$ cat config.mk
export PLATFORM = sky130hd
export DESIGN_NAME = v4ialu_coef
export DESIGN_NICKNAME = d
export VERILOG_FILES = /design/src/hw/rtl/v4ialu_pkg.sv /design/src/hw/rtl/v4ialu_coef.sv
export SDC_FILE = /design/constraint.sdc
export NUM_CORES = 2
export LEC_CHECK = 0
export BUFFER_PORTS_ARGS = -buffer_cell sky130_fd_sc_hd__buf_2
export CAP_MARGIN = 20
export CORE_MARGIN = 3
export CORE_UTILIZATION = 50
export DETAILED_ROUTE_END_ITERATION = 12
export PLACE_DENSITY = 0.63
export SLEW_MARGIN = 20
export SYNTH_ARGS = -nofsm -noshare
export SYNTH_HDL_FRONTEND = slang
export SYNTH_SLANG_ARGS = --single-unit
$ cat constraint.sdc
create_clock -name clk -period 20.6 [get_ports clk]
set_input_delay 2.06 -clock clk [delete_from_list [all_inputs] [get_ports clk]]
set_output_delay 2.06 -clock clk [all_outputs]
set_load 0.01 [all_outputs]
$ cat src/hw/rtl/v4ialu_pkg.sv
// ----------------------------------------------------------------------------
// v4ialu_pkg
// Shared types, opcodes and sizes of the four-lane vector interpolation ALU.
// ----------------------------------------------------------------------------
package v4ialu_pkg;

  localparam int COMPONENT_BITS = 16;
  localparam int LANES = 4;
  localparam int LANE_W = 16;
  localparam int SCALAR_W = 36;
  localparam int TERM_W = 64;

  typedef enum logic [3:0] {
    OP_MIN     = 4'd0,
    OP_MAX     = 4'd1,
    OP_CLAMP   = 4'd2,
    OP_LERP    = 4'd3,
    OP_SMOOTH  = 4'd4,
    OP_BARY    = 4'd5,
    OP_CATMULL = 4'd6,
    OP_HERMITE = 4'd7,
    OP_DOT     = 4'd8,
    OP_DISTSQ  = 4'd9,
    OP_LENSQ   = 4'd10
  } op_t;

  // Weights shared by all lanes; t, t2w have 14 fraction bits, s28/tsq/tcu 28.
  typedef struct packed {
    logic [3:0]         cmd;
    logic signed [16:0] t;
    logic signed [16:0] t2w;
    logic signed [47:0] s28;
    logic signed [47:0] tsq;
    logic signed [47:0] tcu;
  } coef_t;

endpackage

$ cat src/hw/rtl/v4ialu_coef.sv
// ----------------------------------------------------------------------------
// v4ialu_coef
// Weight stage: powers of t and the smoothstep weight, two registered steps.
// ----------------------------------------------------------------------------
module v4ialu_coef (
  input  logic                 clk,
  input  logic                 en0,
  input  logic                 en1,
  input  logic [3:0]           cmd,
  input  logic signed [15:0]   amount_one,
  input  logic signed [15:0]   amount_two,
  output v4ialu_pkg::coef_t    coef
);

  logic signed [16:0] ts;
  logic signed [31:0] tsq0;
  logic signed [31:0] tss0;
  logic [3:0]         cmd0;
  logic signed [16:0] t0;
  logic signed [16:0] t2w0;
  logic signed [16:0] ts0;
  logic signed [47:0] cu_full;
  logic signed [47:0] sm_full;
  logic signed [47:0] rnd14;

  assign ts = (amount_one < 0) ? 17'sd0 :
              (amount_one > 16'sd16384) ? 17'sd16384 : 17'(amount_one);
  assign rnd14 = 48'sd8192;

  always_ff @(posedge clk) begin
    if (en0) begin
      cmd0 <= cmd;
      t0   <= 17'(amount_one);
      t2w0 <= 17'(amount_two);
      ts0  <= ts;
      tsq0 <= 32'(amount_one) * 32'(amount_one);
      tss0 <= 32'(ts) * 32'(ts);
    end
  end

  assign cu_full = 48'(tsq0) * 48'(t0) + rnd14;
  assign sm_full = 48'(tss0) * (48'sd49152 - 48'(ts0) * 48'sd2) + rnd14;

  always_ff @(posedge clk) begin
    if (en1) begin
      coef.cmd <= cmd0;
      coef.t   <= t0;
      coef.t2w <= t2w0;
      coef.tsq <= 48'(tsq0);
      coef.tcu <= cu_full >>> 14;
      coef.s28 <= sm_full >>> 14;
    end
  end

endmodule

After elaboration in Yosys (flattened, before gate mapping)
Index checks and enable logic that the tools add are counted.
Storage, ports and cells
  bits in latches: 0
  output and inout bits: 182
  memory bits (writable): 0
  logic and storage cells: 23
  register bits after elaboration: 253
  bits of input ports: 39
  memories kept: 0
  bits in read-only memories: 0
Operators by class
  muxes and demuxes: 2
  multipliers: 4
  div/mod/pow operators: 0
  shift-type cells: 0
  equal/unequal tests: 0
  reductions and logical operators: 0
  $lt $le $gt $ge: 2
  add/subtract/negate cells: 3
  bitwise logic cells: 0
Operators with widths (count)
  48-bit by 15-bit adder with 48-bit output, second input constant: 2
  32-bit by 16-bit multiplier with 48-bit output: 1
  32-bit by 19-bit multiplier with 48-bit output: 1
  17-bit two-way mux: 2
  16-bit by 16-bit multiplier with 32-bit output: 1
  17-bit by 17-bit multiplier with 32-bit output: 1
  17-bit by 18-bit subtractor with 19-bit output, first input constant: 1
  16-bit > comparator, second input constant: 1
  16-bit by 1-bit less-than comparator with 1-bit output, second input constant: 1

Depth between registers and ports, before layout
  word-level depth: 4
  depth in mapped cells: 33
  gate-level depth less buffers: 30

Worst setup path after synthesis
Ideal clock, no wire load.
  path type: input to register
  start: input port amount_one[15]
  end: register tss0[28], data pin
  stages on the path: 28
  arrival: 8.913 ns
  path buffers: 4
  setup slack: 11.425 ns
  library setup time: 0.262 ns
  required time: 20.338 ns
  cell sequence: clkbuf_1 clkinv_1 ha_1 nor4b_1 nand4_1 a21oi_1 clkbuf_1 clkbuf_1 clkbuf_1 nand2_1 fa_1 inv_1 fa_1 fa_1 inv_1 fa_1 fa_1 inv_1 fa_1 ha_1 or3_1 o31a_1 a221o_1 o41a_1 a21o_1 nor3_2 o21bai_1 xor2_1
Between the ends
  word-level cells in the longest chain between the ends: 4
  elaborated cells on any way between the ends: 5
  classes of those cells: 1 x mul; 2 x order compare; 2 x mux
Ends and longest elaborated chain
  start: declaration: line v4ialu_coef.sv:10  | input logic signed [15:0] amount_one,
  16-bit > comparator: line v4ialu_coef.sv:27  | (amount_one > 16'sd16384) ? 17'sd16384 : 17'(amount_one);
  17-bit two-way mux: line v4ialu_coef.sv:27
  17-bit two-way mux (*): line v4ialu_coef.sv:26  | assign ts = (amount_one < 0) ? 17'sd0 :
  17-bit by 17-bit multiplier with 32-bit output (*): line v4ialu_coef.sv:37  | tss0 <= 32'(ts) * 32'(ts);
  end signal: assignment: line v4ialu_coef.sv:37
  end: declaration: line v4ialu_coef.sv:17  | logic signed [31:0] tss0;
Every way passes the cells marked *; elsewhere a longest branch is shown, timed or not.
A chain may end at the register's enable or synchronous reset.

Worst setup path in the final report
  start: input port amount_one[15]
  end: register tss0[28], data pin
Between the ends
  word-level cells in the longest chain between the ends: 4
  elaborated cells on any way between the ends: 5
  classes of those cells: 1 x mul; 2 x order compare; 2 x mux
Ends and longest elaborated chain
  16-bit > comparator: line v4ialu_coef.sv:27
  17-bit two-way mux: line v4ialu_coef.sv:27
  17-bit two-way mux (*): line v4ialu_coef.sv:26
  named net ts[8]: line v4ialu_coef.sv:15  | logic signed [16:0] ts;
  17-bit by 17-bit multiplier with 32-bit output (*): line v4ialu_coef.sv:37
The timed path passes the listed nets; every way through them passes the cells marked *.

==> flow_metrics.env <==
export IMPL_syn_cell_area_sq_um=58700
export IMPL_drive_gt1_share_pct=6.02
export IMPL_portBuffers=219
export IMPL_multi_input_area_sq_um=44300
export IMPL_cts_setup_buffers=0
export IMPL_finalWorstSetupSlack_ns=10.94
export IMPL_max_clock_freq_mhz=103
export IMPL_synth_edf_count=245
export IMPL_cp_data_arrival_time_ns=10.00
export IMPL_path_clk_slew_ns=0.06
export IMPL_maxCapViolCount=0
export IMPL_synth_area_top_cells="fa_1 47%, edfxtp_1 13%, inv_1 10%"
export IMPL_r2r_slack_ns=11.13
export IMPL_async_flop_share_pct=0
export IMPL_crit_path_frequent_cell="fa_1"
export IMPL_drt_pass1_iter_count=5
export IMPL_grt_pass1_vias=43271
export IMPL_required_ns=20.94
export IMPL_holdWs_ns=0.416
export IMPL_cts_sinks=245
export IMPL_synth_seq_cells=245
export IMPL_yosysSeqAreaShare_pct=12.5
export IMPL_grt_max_degree=67
export IMPL_status="finished, final reports clean"
export IMPL_cts_tree="done"
export IMPL_nNetsFinal=7935
export IMPL_cts_buffers=35
export IMPL_critPathLaunchType="input port"
export IMPL_gr_total_overflow=0
export IMPL_dp_hpwl_mm=105
export IMPL_layout_area_seq_sq_um=7360
export IMPL_ctsHtreeMaxLevel=2
export IMPL_ys_dominant_reg_cell="edfxtp_1"
export IMPL_yosysMostFrequentCell="inv_1"
export IMPL_core_area_sq_um=116000
export IMPL_drc_errors=0
export IMPL_synth_cells=5981
export IMPL_syn_mean_instance_area_sq_um=9.81
export IMPL_nFillCells=10591
export IMPL_synth_common_cells="1610 x inv_1, 1387 x fa_1, 837 x nand2_1"
export IMPL_fin_crit_sh_pct=46.9
export IMPL_netlist_cell_type_count=67
export IMPL_drtAntennaViolNets=0
export IMPL_critPathMaxStageDelay_ns=0.54
export IMPL_die_h_microns=349
export IMPL_hold_violations=0
export IMPL_min_period_ns=9.66
export IMPL_final_max_slew_viol_count=0
export IMPL_fin_skew_ns=0.0370
export IMPL_syn_to_final_growth_pct=6.34
export IMPL_rows=125
export IMPL_insertion_delay_ns=0.62
export IMPL_hold_path_class="flop to flop"
export IMPL_synth_top_area_share_pct=47.3
export IMPL_preCtsSetupSlack_ns=10.41
export IMPL_tightest_slew_ns=1.06
export IMPL_setup_violations=0
export IMPL_yosys_area_top_type="fa_1"
export IMPL_rsz0062_at_grt="no"
export IMPL_initial_core_util_pct=50.4
export IMPL_worst_path_max_delay_cell="fa_1"
export IMPL_slew_headroom_pct=29.2
export IMPL_cts_root_buf="clkbuf_16"
export IMPL_stdcell_count=7608
export IMPL_clk_path_buf_depth=3
export IMPL_fin_setup_tns_ns=0
export IMPL_grt_first_pass_wirelength_mm=224
export IMPL_avgRoutedWirePerCell_microns=17.5
export IMPL_num_vias=38841
export IMPL_die_w_microns=349
export IMPL_postCtsHoldBufs=0
export IMPL_drt_initial_drc_count=2250
export IMPL_dieArea_sq_um=121000
export IMPL_grt_use_total_pct=23.2
export IMPL_gp_congestion=0.844
export IMPL_yosys_warnings=0
export IMPL_place_inst=7541
export IMPL_io_pins=221
export IMPL_cts_resized=0
export IMPL_wl_mm=133
export IMPL_antenna_found_initial=5
export IMPL_end_kind="flop"
export IMPL_viasPerCell=5.11
export IMPL_crit_fanout=66
export IMPL_critPathKind="input port to flop"
per-stage QoR:
step	util (%)	cell area, sq um
2_1_floorplan	-	58800
3_3_place_gp	52.5	61100
3_5_place_dp	52.5	61100
4_1_cts	53.6	62400
5_1_grt	53.6	62400
6_report	53.6	62400
final timing paths:
check	from	end	cells after the start
worst min register to register	t2w0[3]$_DFFE_PP_	coef[147]$_DFFE_PP_	0
worst max register to register	tss0[0]$_DFFE_PP_	coef[119]$_DFFE_PP_	30
worst min-delay path	t2w0[3]$_DFFE_PP_	coef[147]$_DFFE_PP_	0
worst max-delay path	amount_one[15]	tss0[28]$_DFFE_PP_	31
flip-flops by register name, summed over array words and instances (netlist names):
signal  flops
coef      134
tsq0       31
tss0       31
t2w0       16
t0         15
ts0        14
cmd0        4
layout by cell type (no fill, tap or decap), types with 21 or more instances in the layout:
master / synthesis / routed
ha_1: 455 / 455
nor3_1: 24 / 24
a21oi_1: 103 / 102
o21ai_0: 34 / 34
fa_1: 1387 / 1387
conb_1: 2 / 46
edfxtp_1: 245 / 245
buf_4: 48 / 52
buf_2: 0 / 217
nor2_1: 130 / 129
clkbuf_16: 0 / 35
nand2_1: 837 / 837
and2_1: 387 / 386
xor2_1: 50 / 45
a21o_1: 42 / 42
xnor2_1: 113 / 106
inv_1: 1610 / 1610
and3_1: 28 / 28
o21a_1: 21 / 21
nand3_1: 24 / 24
nand2b_1: 45 / 45
worst max-delay path: cells and delay by family:
| kind | cells | cell delay [ns] |
|---|---|---|
| fa+ha+maj | 8 | 3.35 |
| buf+inv | 9 | 1.93 |
| compound gates | 8 | 1.60 |
| simple gates | 5 | 0.90 |
| xor+xnor | 1 | 0.14 |
cell type report:
type	instances	share of cell area [%]
inverters	1615	9.72
repair buffers	270	2.39
clock inverters	26	0.538
multi-input cells	3887	71.1
flip-flops and latches	245	11.8
well taps	1524	3.06
clock buffers	37	1.42
diodes	4	0.0160
kinds of logic (layout without fill, tap and decap cells):
logic type / Yosys count / in the layout / share of synthesized area (%)
xor gates and xnor gates: 163 / 163 / 2.43
muxes: 2 / 2 / 0.0384
DFF: 245 / 245 / 12.5
other: 2 / 50 / 0.0128
buffers and inverters: 1893 / 1948 / 12.4
adders and majority gates: 1842 / 1842 / 57.0
and+or+nand+nor: 1540 / 1540 / 12.2
AOI/OAI and AO/OA: 294 / 294 / 3.26
metal layers:
layer | track usage, % | wire length [microns] | part of all wire [%]
met4 | 6.52 | 3840 | 2.9
met5 | 0 | 20 | 0.015
met2 | 39.4 | 65400 | 49
met3 | 3.14 | 7310 | 5.5
met1 | 31.4 | 56300 | 42
Power is not shown: default switching activity piles up to over one toggle a cycle in this logic, so the estimate is an artifact.
